--- config.mk ---
export PLATFORM = sky130hd
export DESIGN_NAME = npc_dist
export DESIGN_NICKNAME = d
export VERILOG_FILES = /design/src/hw/rtl/npc_pkg.sv /design/src/hw/rtl/npc_dist.sv
export SDC_FILE = /design/constraint.sdc
export NUM_CORES = 2
export LEC_CHECK = 0
export ABC_AREA = 1
export BUFFER_PORTS_ARGS = -buffer_cell sky130_fd_sc_hd__buf_2
export CORE_MARGIN = 2
export CORE_UTILIZATION = 60
export DETAILED_ROUTE_END_ITERATION = 12
export PLACE_DENSITY = 0.78
export RECOVER_POWER = 100
export SLEW_MARGIN = 20
export SYNTH_ARGS = -nofsm -noshare
export SYNTH_HDL_FRONTEND = slang
export SYNTH_SLANG_ARGS = --single-unit
--- constraint.sdc ---
create_clock -name i_clk -period 11.7 [get_ports i_clk]
set_input_delay 0 -clock i_clk [delete_from_list [all_inputs] [get_ports i_clk]]
set_output_delay 0 -clock i_clk [all_outputs]
set_load 0.05 [all_outputs]
--- src/hw/rtl/npc_pkg.sv ---
package npc_pkg;

    localparam int PALETTE_DEPTH = 256;

    localparam int LABEL_W    = 16;
    localparam int COLOR_W    = 24;
    localparam int SLOT_W     = 8;
    localparam int DIST_OUT_W = 40;

    localparam int COEF_W = 15;
    localparam int DIFF_W = 9;
    localparam int COMP_W = 24;
    localparam int MAG_W  = 23;
    localparam int SQ_W   = 46;
    localparam int DIST_W = 48;

    typedef enum logic [1:0] {
        MODE_CLEAR  = 2'd0,
        MODE_APPEND = 2'd1,
        MODE_QUERY  = 2'd2,
        MODE_NOP    = 2'd3
    } t_mode;

    typedef enum logic [1:0] {
        COMP_Y = 2'd0,
        COMP_U = 2'd1,
        COMP_V = 2'd2
    } t_comp;

    typedef struct packed {
        logic [LABEL_W-1:0] label;
        logic [COLOR_W-1:0] color;
    } t_entry;

    typedef struct packed {
        logic signed [COEF_W-1:0] cr;
        logic signed [COEF_W-1:0] cg;
        logic signed [COEF_W-1:0] cb;
    } t_coef_row;

    typedef struct packed {
        logic  valid;
        t_comp comp;
        logic  last;
    } t_dist_ctl;

    typedef struct packed {
        logic              valid;
        logic              last;
        logic [DIST_W-1:0] dsq;
        t_entry            entry;
    } t_dist_res;

    // BT.601 RGB to YUV, Q1.14
    function automatic t_coef_row coef_row(input t_comp comp);
        t_coef_row row;
        case (comp)
            COMP_Y: row = '{cr: 15'sd4899,   cg: 15'sd9617,   cb: 15'sd1868};
            COMP_U: row = '{cr: -15'sd2411,  cg: -15'sd4733,  cb: 15'sd7143};
            COMP_V: row = '{cr: 15'sd10076,  cg: -15'sd8438,  cb: -15'sd1639};
            default: row = '0;
        endcase
        return row;
    endfunction

endpackage

--- src/hw/rtl/npc_dist.sv ---
module npc_dist #(
    parameter int IDX_W = 8
) (
    input  logic                               i_clk,
    input  logic                               i_rst_n,
    input  npc_pkg::t_dist_ctl                 i_ctl,
    input  logic [IDX_W-1:0]                   i_idx,
    input  logic [npc_pkg::COLOR_W-1:0]        i_query,
    input  npc_pkg::t_entry                    i_entry,
    output npc_pkg::t_dist_res                 o_res,
    output logic [IDX_W-1:0]                   o_idx
);

    npc_pkg::t_coef_row                  w_coef;
    logic signed [npc_pkg::DIFF_W-1:0]   w_dr;
    logic signed [npc_pkg::DIFF_W-1:0]   w_dg;
    logic signed [npc_pkg::DIFF_W-1:0]   w_db;
    logic signed [npc_pkg::COMP_W-1:0]   w_c;
    logic [npc_pkg::MAG_W-1:0]           w_mag;
    logic [npc_pkg::COMP_W-1:0]          w_neg;

    npc_pkg::t_dist_ctl                  r_s1_ctl;
    logic signed [npc_pkg::COMP_W-1:0]   r_s1_c;
    logic [IDX_W-1:0]                    r_s1_idx;
    npc_pkg::t_entry                     r_s1_entry;

    npc_pkg::t_dist_ctl                  r_s2_ctl;
    logic [npc_pkg::SQ_W-1:0]            r_s2_sq;
    logic [IDX_W-1:0]                    r_s2_idx;
    npc_pkg::t_entry                     r_s2_entry;

    logic [npc_pkg::DIST_W-1:0]          r_acc;
    npc_pkg::t_dist_res                  r_res;
    logic [IDX_W-1:0]                    r_res_idx;

    // component of query minus entry in YUV, units of 2^-14, and magnitude of the stage-1 component
    always_comb begin
        w_coef = npc_pkg::coef_row(i_ctl.comp);
        w_dr = $signed({1'b0, i_query[23:16]}) - $signed({1'b0, i_entry.color[23:16]});
        w_dg = $signed({1'b0, i_query[15:8]})  - $signed({1'b0, i_entry.color[15:8]});
        w_db = $signed({1'b0, i_query[7:0]})   - $signed({1'b0, i_entry.color[7:0]});
        w_c  = npc_pkg::COMP_W'(w_coef.cr) * npc_pkg::COMP_W'(w_dr)
             + npc_pkg::COMP_W'(w_coef.cg) * npc_pkg::COMP_W'(w_dg)
             + npc_pkg::COMP_W'(w_coef.cb) * npc_pkg::COMP_W'(w_db);
        w_neg = -r_s1_c;
        w_mag = r_s1_c[npc_pkg::COMP_W-1] ? w_neg[npc_pkg::MAG_W-1:0]
                                          : r_s1_c[npc_pkg::MAG_W-1:0];
    end

    always_ff @(posedge i_clk) begin
        if (!i_rst_n) begin
            r_s1_ctl.valid <= 1'b0;
            r_s2_ctl.valid <= 1'b0;
            r_res.valid    <= 1'b0;
        end else begin
            r_s1_ctl.valid <= i_ctl.valid;
            r_s2_ctl.valid <= r_s1_ctl.valid;
            r_res.valid    <= r_s2_ctl.valid && (r_s2_ctl.comp == npc_pkg::COMP_V);
        end
        r_s1_ctl.comp <= i_ctl.comp;
        r_s1_ctl.last <= i_ctl.last;
        r_s1_c        <= w_c;
        r_s1_idx      <= i_idx;
        r_s1_entry    <= i_entry;

        r_s2_ctl.comp <= r_s1_ctl.comp;
        r_s2_ctl.last <= r_s1_ctl.last;
        r_s2_sq       <= npc_pkg::SQ_W'(w_mag) * npc_pkg::SQ_W'(w_mag);
        r_s2_idx      <= r_s1_idx;
        r_s2_entry    <= r_s1_entry;

        if (r_s2_ctl.comp == npc_pkg::COMP_Y) begin
            r_acc <= npc_pkg::DIST_W'(r_s2_sq);
        end else begin
            r_acc <= r_acc + npc_pkg::DIST_W'(r_s2_sq);
        end
        r_res.last  <= r_s2_ctl.last;
        r_res.dsq   <= r_acc + npc_pkg::DIST_W'(r_s2_sq);
        r_res.entry <= r_s2_entry;
        r_res_idx   <= r_s2_idx;
    end

    assign o_res = r_res;
    assign o_idx = r_res_idx;

endmodule

==> results by group <==
Route
  • Vias per inst: approximately 5.3
  • DRT iter0 DRCs: 2453
  • Via Count: 32108
  • Max layer used: met5
  • DRC: 0
  • WL/cell: 18.89 um
  • Met1 WL: 42.32 mm
  • DRT Pass-1 Iters: 6
  • Routed WL: approximately 110 mm
  • WL met3: 8.431 mm
  • Wire length on met2: 55.99 mm
  • Final ANT Viol Nets: 0

Critical path
  • Startpoint types: flip-flop
  • Type of the worst setup path: flip-flop to flip-flop
  • Worst setup EP type: flip-flop
  • CP arrival: 9760 ps
  • CP Max Fanout: 14
  • Critical path required time: 12190 ps
  • Max incr delay on CP: 840 ps
  • Crit-path slowest cell: dfxtp_1
  • Most numerous cell on the critical path: inv_1

Yosys
  • Post-Syn Nets: 6133
  • Post-synthesis mux area share: 0%
  • Synth cell count leaders: 1338 x inv_1, 832 x nand2_1, 763 x fa_1
  • Syn Area/Cell: 8.404 um^2
  • Warnings from Yosys: 0
  • Synth Area in Adders: between 40% and 50%
  • Main synth FF type: dfxtp_1
  • Synthesized area: 0.04123 mm^2
  • Yosys reg bits: 319
  • Seq/Total Area, Yosys: 15.49%
  • Post-synth EDFFs: 0
  • Post-synthesis async set-or-reset flop share: 0%
  • Compound-Gate Fraction of Synth Area: 4.516%
  • Most common cell in the netlist: inv_1
  • Xor and xnor fraction of the mapped netlist area: 2.334%
  • Post-synthesis cell count: approximately 4900
  • Synth Area in Simple Gates: approximately 16%
  • Area contributors post-synth: fa_1 37%, dfxtp_1 15%, inv_1 12%
  • Main combinational cell family by area after synthesis: adder cells
  • Synth top area share: 37.05%
  • Area leader, netlist: fa_1
  • Distinct cells, synth: 51

STA
  • Fmax: 107.8 MHz
  • Fin Setup TNS: 0 ps
  • Final Hold Fails: 0
  • Worst Hold Slack: 35.59 ps
  • Relative slew slack: -71.57%
  • Final setup viols: 0
  • Slew Viols, Final: 121
  • Fin crit period: 9279 ps
  • RSZ-0062 raised after global routing: no
  • Crit share post-route: 79.31%
  • Clock Skew: 33.72 ps
  • Slew @ Worst Pin: approximately 2600 ps

Global routing
  • Pin count of the biggest net entering global routing: 50
  • Vias in the first global route: around 34000
  • Initial antenna violation count: 3
  • Grt ovf: 0
  • First-pass GRT wire length: 180.7 mm
  • Global-route usage over all layers: 33.40%

Final layout
  • Area delta synth->final: 8.428%
  • Final core utilization: between 60% and 70%
  • Layout cell share with drive strength beyond 1: under 10%
  • Final non-filler cell total: 6045
  • Fill cell count: 5858
  • NumNets Final: 6359

Placed design
  • Final GP Congestion: slightly above 1
  • Post-DP HPWL: 96.37 mm
  • Placed insts: around 5900
  • Buffers on Ports: 175

Clocking
  • Root Buffer: clkbuf_16
  • Clock Pin Slew Worst Setup and Hold Paths: 60 ps
  • Clk sinks: about 320
  • Clock Path Buffers: 3
  • Number of CTS-inserted buffers: 37
  • CTS H-tree lvls: 2
  • Skew-Pair Late Insertion Delay: 590 ps
  • CTS tree: done
  • Post-cts resize count: 0

Floorplanning
  • Initial Utilization: 60.32%
  • Core area: 0.06835 mm^2
  • Die area: roughly 0.07 mm^2
  • Die extent in y: 266.1 um
  • Cell Rows: 96
  • Die Wd: 266.1 um
  • I/O pin count: 176

Run status
  • Failing checks: capacitance limit, slew limit
  • Status: complete, but fails checks

Run
  • Max Cap Viol: 3

Min path
  • Worst hold-check path type: primary input to flip-flop
kinds of logic (layout without fill, tap and decap cells):
kind of cell,after synthesis,count (layout)
other,0,2
and+or+nand+nor,1576,1576
adders and majority gates,1149,1149
xor gates and xnor gates,106,106
AOI/OAI and AO/OA,334,334
DFF,319,319
buffers and inverters,1422,1677
metal layers:
metal / up-vias / track usage [%]
li1: 14903 / -
met1: 15401 / 39.45
met2: 1386 / 58.21
met3: 414 / 5.518
met4: 4 / 18.25
met5: - / 0
critical path: cells and delay by family, from the launching register on:
family                   cells  cell delay (ps)
buffers and inverters       13             1360
adder cells (fa/ha/maj)      9             4150
AO/OA/AOI/OAI                2              420
flip-flops                   1              840
AND/OR/NAND/NOR             15             2410
cell usage in the layout (no fill, tap or decap), types with 19 or more instances in the layout:
cell type,count
clkbuf_1,132
fa_1,763
o21ai_0,103
nand4_1,27
xnor2_1,33
inv_2,19
nand3_1,163
dfxtp_1,319
xor2_1,70
nand2_1,834
clkbuf_16,37
inv_1,1343
nor2_1,451
a21oi_1,156
o21bai_1,23
and2_0,19
ha_1,386
buf_2,55
dlygate4sd3_1,54
worst paths after layout:
check,endpoint,startpoint,cells past startpoint,slack [ps]
worst max-delay path,r_s2_sq[36],r_s1_c[0],39,2420
worst min-delay path,r_s1_entry[27],i_entry[27],2,40
worst max register to register,r_s2_sq[36],r_s1_c[0],39,2420
worst min register to register,o_res[5],r_s2_entry[5],0,320
cell type report:
type	instances	area [um^2]	area share (%)
Tap cell	882	1104	2.469
Multi-Input combinational cell	3165	29440	65.85
Inverter	1366	5127	11.47
Timing Repair Buffer	243	1353	3.026
Antenna cell	2	5.005	0.01120
Clock buffer	47	993.5	2.222
Clock inverter	21	299.0	0.6689
Sequential cell	319	6386	14.29
registers in the layout, indices dropped and copies added (netlist names):
register and count:
o_res 90, r_acc 48, r_s2_sq 45, r_s1_entry 40, r_s2_entry 40, r_s1_c 24, o_idx 8, r_s1_idx 8
r_s2_idx 8, r_s1_ctl 4, r_s2_ctl 4
stage by stage:
| step | area [um^2] | setup slack [ps] |
|---|---|---|
| floorplan | 41230 | 4424 |
| global placement | 43030 | 3038 |
| detailed placement | 43040 | 2974 |
| CTS | 44870 | 2970 |
| global route | 44700 | 1939 |
| finish | 44700 | 2421 |
timing repair:
| item | in CTS | in global routing |
|---|---|---|
| endpoints found under the hold margin | 54 | 0 |
| setup buffers | 0 | 0 |
| hold buffers | 54 | 0 |
Power is not shown: default switching activity piles up to over one toggle a cycle in this logic, so the estimate is an artifact.
